**config.mk**
```make
export PLATFORM = sky130hd
export DESIGN_NAME = ssim_cell
export DESIGN_NICKNAME = d
export VERILOG_FILES = /design/src/rtl/core/ssim_pkg.sv /design/src/rtl/core/ssim_cell.sv
export SDC_FILE = /design/constraint.sdc
export NUM_CORES = 1
export LEC_CHECK = 0
export ABC_AREA = 1
export BUFFER_PORTS_ARGS = -buffer_cell sky130_fd_sc_hd__buf_2
export CORE_UTILIZATION = 43
export DETAILED_ROUTE_END_ITERATION = 7
export PLACE_DENSITY = 0.8
export SLEW_MARGIN = 25
export SYNTH_ARGS = -nofsm -noshare
export SYNTH_HDL_FRONTEND = slang
export SYNTH_SLANG_ARGS = --single-unit
export TNS_END_PERCENT = 50
```
**constraint.sdc**
```tcl
create_clock -name clock -period 2.9 [get_ports clock]
set_input_delay 0.29 -clock clock [delete_from_list [all_inputs] [get_ports clock]]
set_output_delay 0.29 -clock clock [all_outputs]
set_load 0.03 [all_outputs]
```
**src/rtl/core/ssim_pkg.sv**
```systemverilog
`timescale 1ns / 1ps
package ssim_pkg;

   localparam int CMD_W = 2;
   localparam int POS_W = 31;
   localparam int FLAG_W = 8;
   localparam int IDX_W = 8;
   localparam int STATUS_W = 2;
   localparam int COUNT_OUT_W = 9;
   localparam int HIT_W = 1 + POS_W + FLAG_W;
   localparam int DEF_TABLE_DEPTH = 256;
   localparam int TREE_GROUP = 64;

   typedef enum logic [CMD_W-1:0] {
      CMD_INSERT = 2'd0,
      CMD_READ   = 2'd1,
      CMD_CLEAR  = 2'd2,
      CMD_NOP    = 2'd3
   } cmd_type;

   typedef enum logic [STATUS_W-1:0] {
      ST_OK     = 2'd0,
      ST_MERGED = 2'd1,
      ST_FULL   = 2'd2,
      ST_RANGE  = 2'd3
   } status_type;

   typedef enum logic [1:0] {
      S_IDLE,
      S_SCAN,
      S_DONE
   } state_type;

   typedef struct packed {
      logic sample_insert;
      logic sample_read;
      logic shift;
      logic merge;
   } cell_ctrl_type;

   typedef struct packed {
      logic              found;
      logic [POS_W-1:0]  pos;
      logic [FLAG_W-1:0] flag;
   } hit_word_type;

endpackage

```
**src/rtl/core/ssim_cell.sv**
```systemverilog
`timescale 1ns / 1ps
module ssim_cell #(
   parameter int CELL_INDEX = 0,
   parameter int COUNT_W = 9,
   parameter int CMP_W = 9
) (
   input  logic                          clock,
   input  ssim_pkg::cell_ctrl_type       ctrl,
   input  logic [ssim_pkg::POS_W-1:0]    req_pos,
   input  logic [ssim_pkg::IDX_W-1:0]    req_index,
   input  logic [COUNT_W-1:0]            count,
   input  logic [ssim_pkg::POS_W-1:0]    ins_pos,
   input  logic [ssim_pkg::FLAG_W-1:0]   ins_flag,
   input  logic [ssim_pkg::POS_W-1:0]    left_pos,
   input  logic [ssim_pkg::FLAG_W-1:0]   left_flag,
   input  logic                          left_lt,
   output logic [ssim_pkg::POS_W-1:0]    pos,
   output logic [ssim_pkg::FLAG_W-1:0]   flag,
   output logic                          lt,
   output logic [ssim_pkg::HIT_W-1:0]    hit_word
);
   import ssim_pkg::*;

   logic [POS_W-1:0]  pos_ff, pos_in;
   logic [FLAG_W-1:0] flag_ff, flag_in;
   logic              lt_ff, lt_in;
   logic              eq_ff, eq_in;
   logic              hit_ff, hit_in;
   logic              occupied;
   logic              eq_match;
   logic              sel_match;
   hit_word_type      word;

   assign occupied  = CMP_W'(CELL_INDEX) < CMP_W'(count);
   assign eq_match  = occupied && (pos_ff == req_pos);
   assign sel_match = occupied && (CMP_W'(CELL_INDEX) == CMP_W'(req_index));

   always_comb begin
      pos_in  = pos_ff;
      flag_in = flag_ff;
      lt_in   = lt_ff;
      eq_in   = eq_ff;
      hit_in  = hit_ff;
      if (ctrl.sample_insert || ctrl.sample_read) begin
         lt_in  = ctrl.sample_insert && occupied && (pos_ff < req_pos);
         eq_in  = ctrl.sample_insert && eq_match;
         hit_in = ctrl.sample_insert ? eq_match : sel_match;
      end
      // open a slot at the first entry not below the key, the rest move up
      if (ctrl.shift && !lt_ff) begin
         if (left_lt) begin
            pos_in  = ins_pos;
            flag_in = ins_flag;
         end else begin
            pos_in  = left_pos;
            flag_in = left_flag;
         end
      end
      if (ctrl.merge && eq_ff) begin
         flag_in = flag_ff | ins_flag;
      end
   end

   always_ff @(posedge clock) begin
      pos_ff  <= pos_in;
      flag_ff <= flag_in;
      lt_ff   <= lt_in;
      eq_ff   <= eq_in;
      hit_ff  <= hit_in;
   end

   always_comb begin
      word.found = hit_ff;
      word.pos   = pos_ff;
      word.flag  = flag_ff;
   end

   assign pos      = pos_ff;
   assign flag     = flag_ff;
   assign lt       = lt_ff;
   assign hit_word = hit_ff ? HIT_W'(word) : '0;

endmodule

```
==> impl_summary.md <==
Clock network
Once the clock tree was built, the setup fixing pass inserted 0 buffers. Clock tree synthesis inserted a total of 5 buffers. TritonCTS built the clock tree. The H-tree was split into 2 levels.

The library cell used as clock root buffer is sky130_fd_sc_hd__clkbuf_8. The clock insertion delay at the later pin of the skew report is 0.29 ns. For this design, the CTS-stage hold fixing added 0 buffers. The clock passes through at most 2 buffers. The number of sinks handled by clock tree synthesis is 42.

After clock tree synthesis, the clock-pin slew on the worst setup and hold paths is 0.08 ns. After clock tree synthesis, the repair step resized 0 gates.

Power
For this design the static power due to leakage is 0.00280 uW. The sum of internal, switching and leakage power is 1690 uW. For this design the ratio of total power to cell area is 385 nW/um^2. The maximum ir drop on the vdd rail is 0.183 mV.

Place
In this run the cell area measured after placement is 4300 sq um. The number of port buffers is 211. At the end of routability-driven placement, the weighted congestion stood at 0.765. Once detailed placement completed, the half-perimeter wirelength came to 7.34 mm.

Synth
The largest area contributor in the synthesized netlist is sky130_fd_sc_hd__edfxtp_1. The number of cells produced by synthesis is 442. The net count after synthesis is 605. Yosys printed 0 warnings. The netlist area before placement is 3160 sq um. The number of register bits inferred by synthesis is 42. Ranked by total cell area, the synthesized netlist is headed by sky130_fd_sc_hd__edfxtp_1 (40%), sky130_fd_sc_hd__nand2_1 (23%), sky130_fd_sc_hd__ha_1 (12%).

The average size of a mapped cell is 7.14 sq um. The post-synthesis cell type count is 24. The area share of the leading cell type in the synthesized netlist is 0.400.

The register area share after synthesis is 0.400.

Floorplanning
The floorplan step set the die width to 87.7 microns. Measured along the y axis, the die boundary spans 87.7 microns. The floorplan core area is 6940 sq um.

The die footprint is 7690 sq um. The total I/O pin count is 212. The initial utilization of the core area, before any placement, comes to 0.455.

After floorplanning, the core was divided into 30 placement rows.

STA
The count of pins over their slew limit is 0. For the pin with the worst max-slew slack, the measured transition is 0.886 ns. The shortest period the worst path allows is 2.06 ns. Headroom to the max-slew limit came out at 0.408. The final hold slack is 0.256 ns. Derived from the worst setup path, the maximum achievable clock frequency is 485 MHz. Across the routed clock network, the largest skew measured is 0.00575 ns.

Setup total negative slack on the finished layout was measured at 0 ns. The number of endpoints failing setup at the final stage is 0. Setup repair after global routing left no endpoint under its margin. The final count of hold timing violations came to 0. In the finished design, the share of the clock period the worst path needs comes to 0.711.

Layout
Compared with the post-synthesis result, the final layout area differs by 38.8%. The total number of nets in the final design is 813. Of the cells placed in the final design, the portion with a size suffix greater than 1 is 0.355. The post-layout instance area is 4380 sq um. The number of inserted diodes is 0. The final core area utilization is 0.631.

Critical path
The critical path endpoint is hit_word[18]. The internal reg-to-reg setup slack is 1.22 ns. The category of the critical setup timing path is reg -> out.

The required time of the critical path is 2.61 ns. The cell count of the worst reg-to-reg path is 8. Walking the worst path, the cells encountered are buf_4 -> nand2_1 -> inv_1 -> buf_2.

The critical path starts at hit_ff$_DFFE_PP_. The critical path runs through a total of 4 cells. The critical path's slowest cell is sky130_fd_sc_hd__edfxtp_1.

The number of buffers and inverters on the critical path is 3. In this design, the stage delay of the slowest critical-path cell is 0.82 ns. The launching point of the worst reg2reg path is pos[30]$_DFFE_PP_. At the worst endpoint, the arrival time is 1.77 ns.

Of all nets on the critical path, the largest fanout is 22. The kind of cell with the highest combined delay along the critical path is flip-flops. STA classifies the critical path endpoint as a primary output. The worst reg2reg path endpoint is lt$_DFFE_PP_. The worst setup path is launched from a flip-flop.

Detailed routing
For this block, the initial DRC count from the detailed router was 161. The length of the first detailed-routing pass in iterations is 4. The total via count in the routed design is 3386. The average detailed-routed wire length per instance is 12.0 microns. In the routed layout, each cell is associated on average with a via count of 4.54. The final layout contains routed wiring with a total length of 8.98 mm. The detail route stage leaves a number of antenna-violating nets equal to 0. The post-route DRC violation count is 0.

Global route
The wire length of the first global-routing pass is 13.2 mm. Entering global routing, the biggest net connects 41 pins. The number of antenna violations at the first check in global routing is 0. The via count of the first global-routing pass is 3082. The global route total overflow is 0. The global routing usage summed across all routing layers is 0.224.

Worst hold path
The class of the worst hold path is in -> reg. The startpoint identified for the worst hold timing path is left_pos[22].

Outcome
The flow ran to the end, and the final reports show no timing, DRC or antenna violations.

Job
The number of violations of the max-capacitance limit is 0.
-- synthesized netlist by cell type (all sizes together) --
cell type	instances
clkbuf	4
nor2	20
o21bai	2
nand3b	1
buf	10
nand3	9
nor3b	1
a31oi	7
or2	2
o21ai	2
edfxtp	42
nand2	197
nand4	3
clkinv	1
a21oi	12
ha	31
inv	89
nor3	9
-- metal layers --
layer  global-route usage  share of wire  up-vias  routed length (microns)
met5                    0              0        -                        0
met4               0.0447         0.0058        0                       52
met3               0.0396          0.061        4                      550
met2                0.464           0.53      144                     4800
met1                0.232           0.40     1466                     3580
li1                     -              -     1772                        -
-- where the power goes --
group / total [uW] / switching, uW / leakage, uW / internal (uW)
logic: 551 / 352 / 0.00235 / 199
registers: 776 / 42.9 / 0.000407 / 733
clock network: 359 / 197 / 0.0000438 / 162
-- placed cells by master, fill, tap and decap left out, types with 7 or more instances in the layout --
cell / instances
sky130_fd_sc_hd__a21oi_1: 11
sky130_fd_sc_hd__a31oi_1: 7
sky130_fd_sc_hd__buf_2: 211
sky130_fd_sc_hd__edfxtp_1: 42
sky130_fd_sc_hd__ha_1: 31
sky130_fd_sc_hd__inv_1: 89
sky130_fd_sc_hd__nand2_1: 195
sky130_fd_sc_hd__nand3_1: 9
sky130_fd_sc_hd__nor2_1: 16
sky130_fd_sc_hd__nor3_1: 9
-- worst min-delay path by stage --
stage | endpoint | slack (ns) | depth (start not counted)
after floorplan | pos[0]$_DFFE_PP_ | 0.47 | 2
after global placement | pos[18]$_DFFE_PP_ | 0.55 | 3
after detailed placement | pos[4]$_DFFE_PP_ | 0.56 | 3
after CTS | pos[22]$_DFFE_PP_ | 0.25 | 3
after global routing | pos[27]$_DFFE_PP_ | 0.25 | 3
final | pos[22]$_DFFE_PP_ | 0.26 | 3
-- tightest hold or removal path, delay by kind of cell --
family                 cells  cell delay [ns]
and+or+nand+nor            2             0.08
buffers and inverters      1             0.07
-- sequential cells by signal (all words and copies together) (netlist names) --
name and count:
eq_ff 1, lt 1, hit_ff 1, flag 8, pos 31
-- cells by family after synthesis --
logic type / after synthesis / share of synthesized area
AO/OA/AOI/OAI: 23 / 0.0420
adder cells (fa/ha/maj): 31 / 0.123
AND/OR/NAND/NOR: 242 / 0.307
buffers and inverters: 104 / 0.129
flip-flops: 42 / 0.400
-- through the flow --
step,cells,worst slack [ns]
final,746,0.838
after detailed placement,739,1.15
after global routing,746,0.679
after CTS,746,0.757
after global placement,739,1.21
after floorplan,442,0.565
-- final cells by class --
| cell class | instances | area [sq um] |
|---|---|---|
| clock buffer | 5 | 68.8 |
| fill | 644 | 2560 |
| inverter | 90 | 338 |
| clock inverter | 2 | 10.0 |
| timing repair buffer | 215 | 1090 |
| tap | 96 | 120 |
| sequential | 42 | 1260 |
| multi-input combinational | 296 | 1500 |
(Power assumes the default switching activity.)
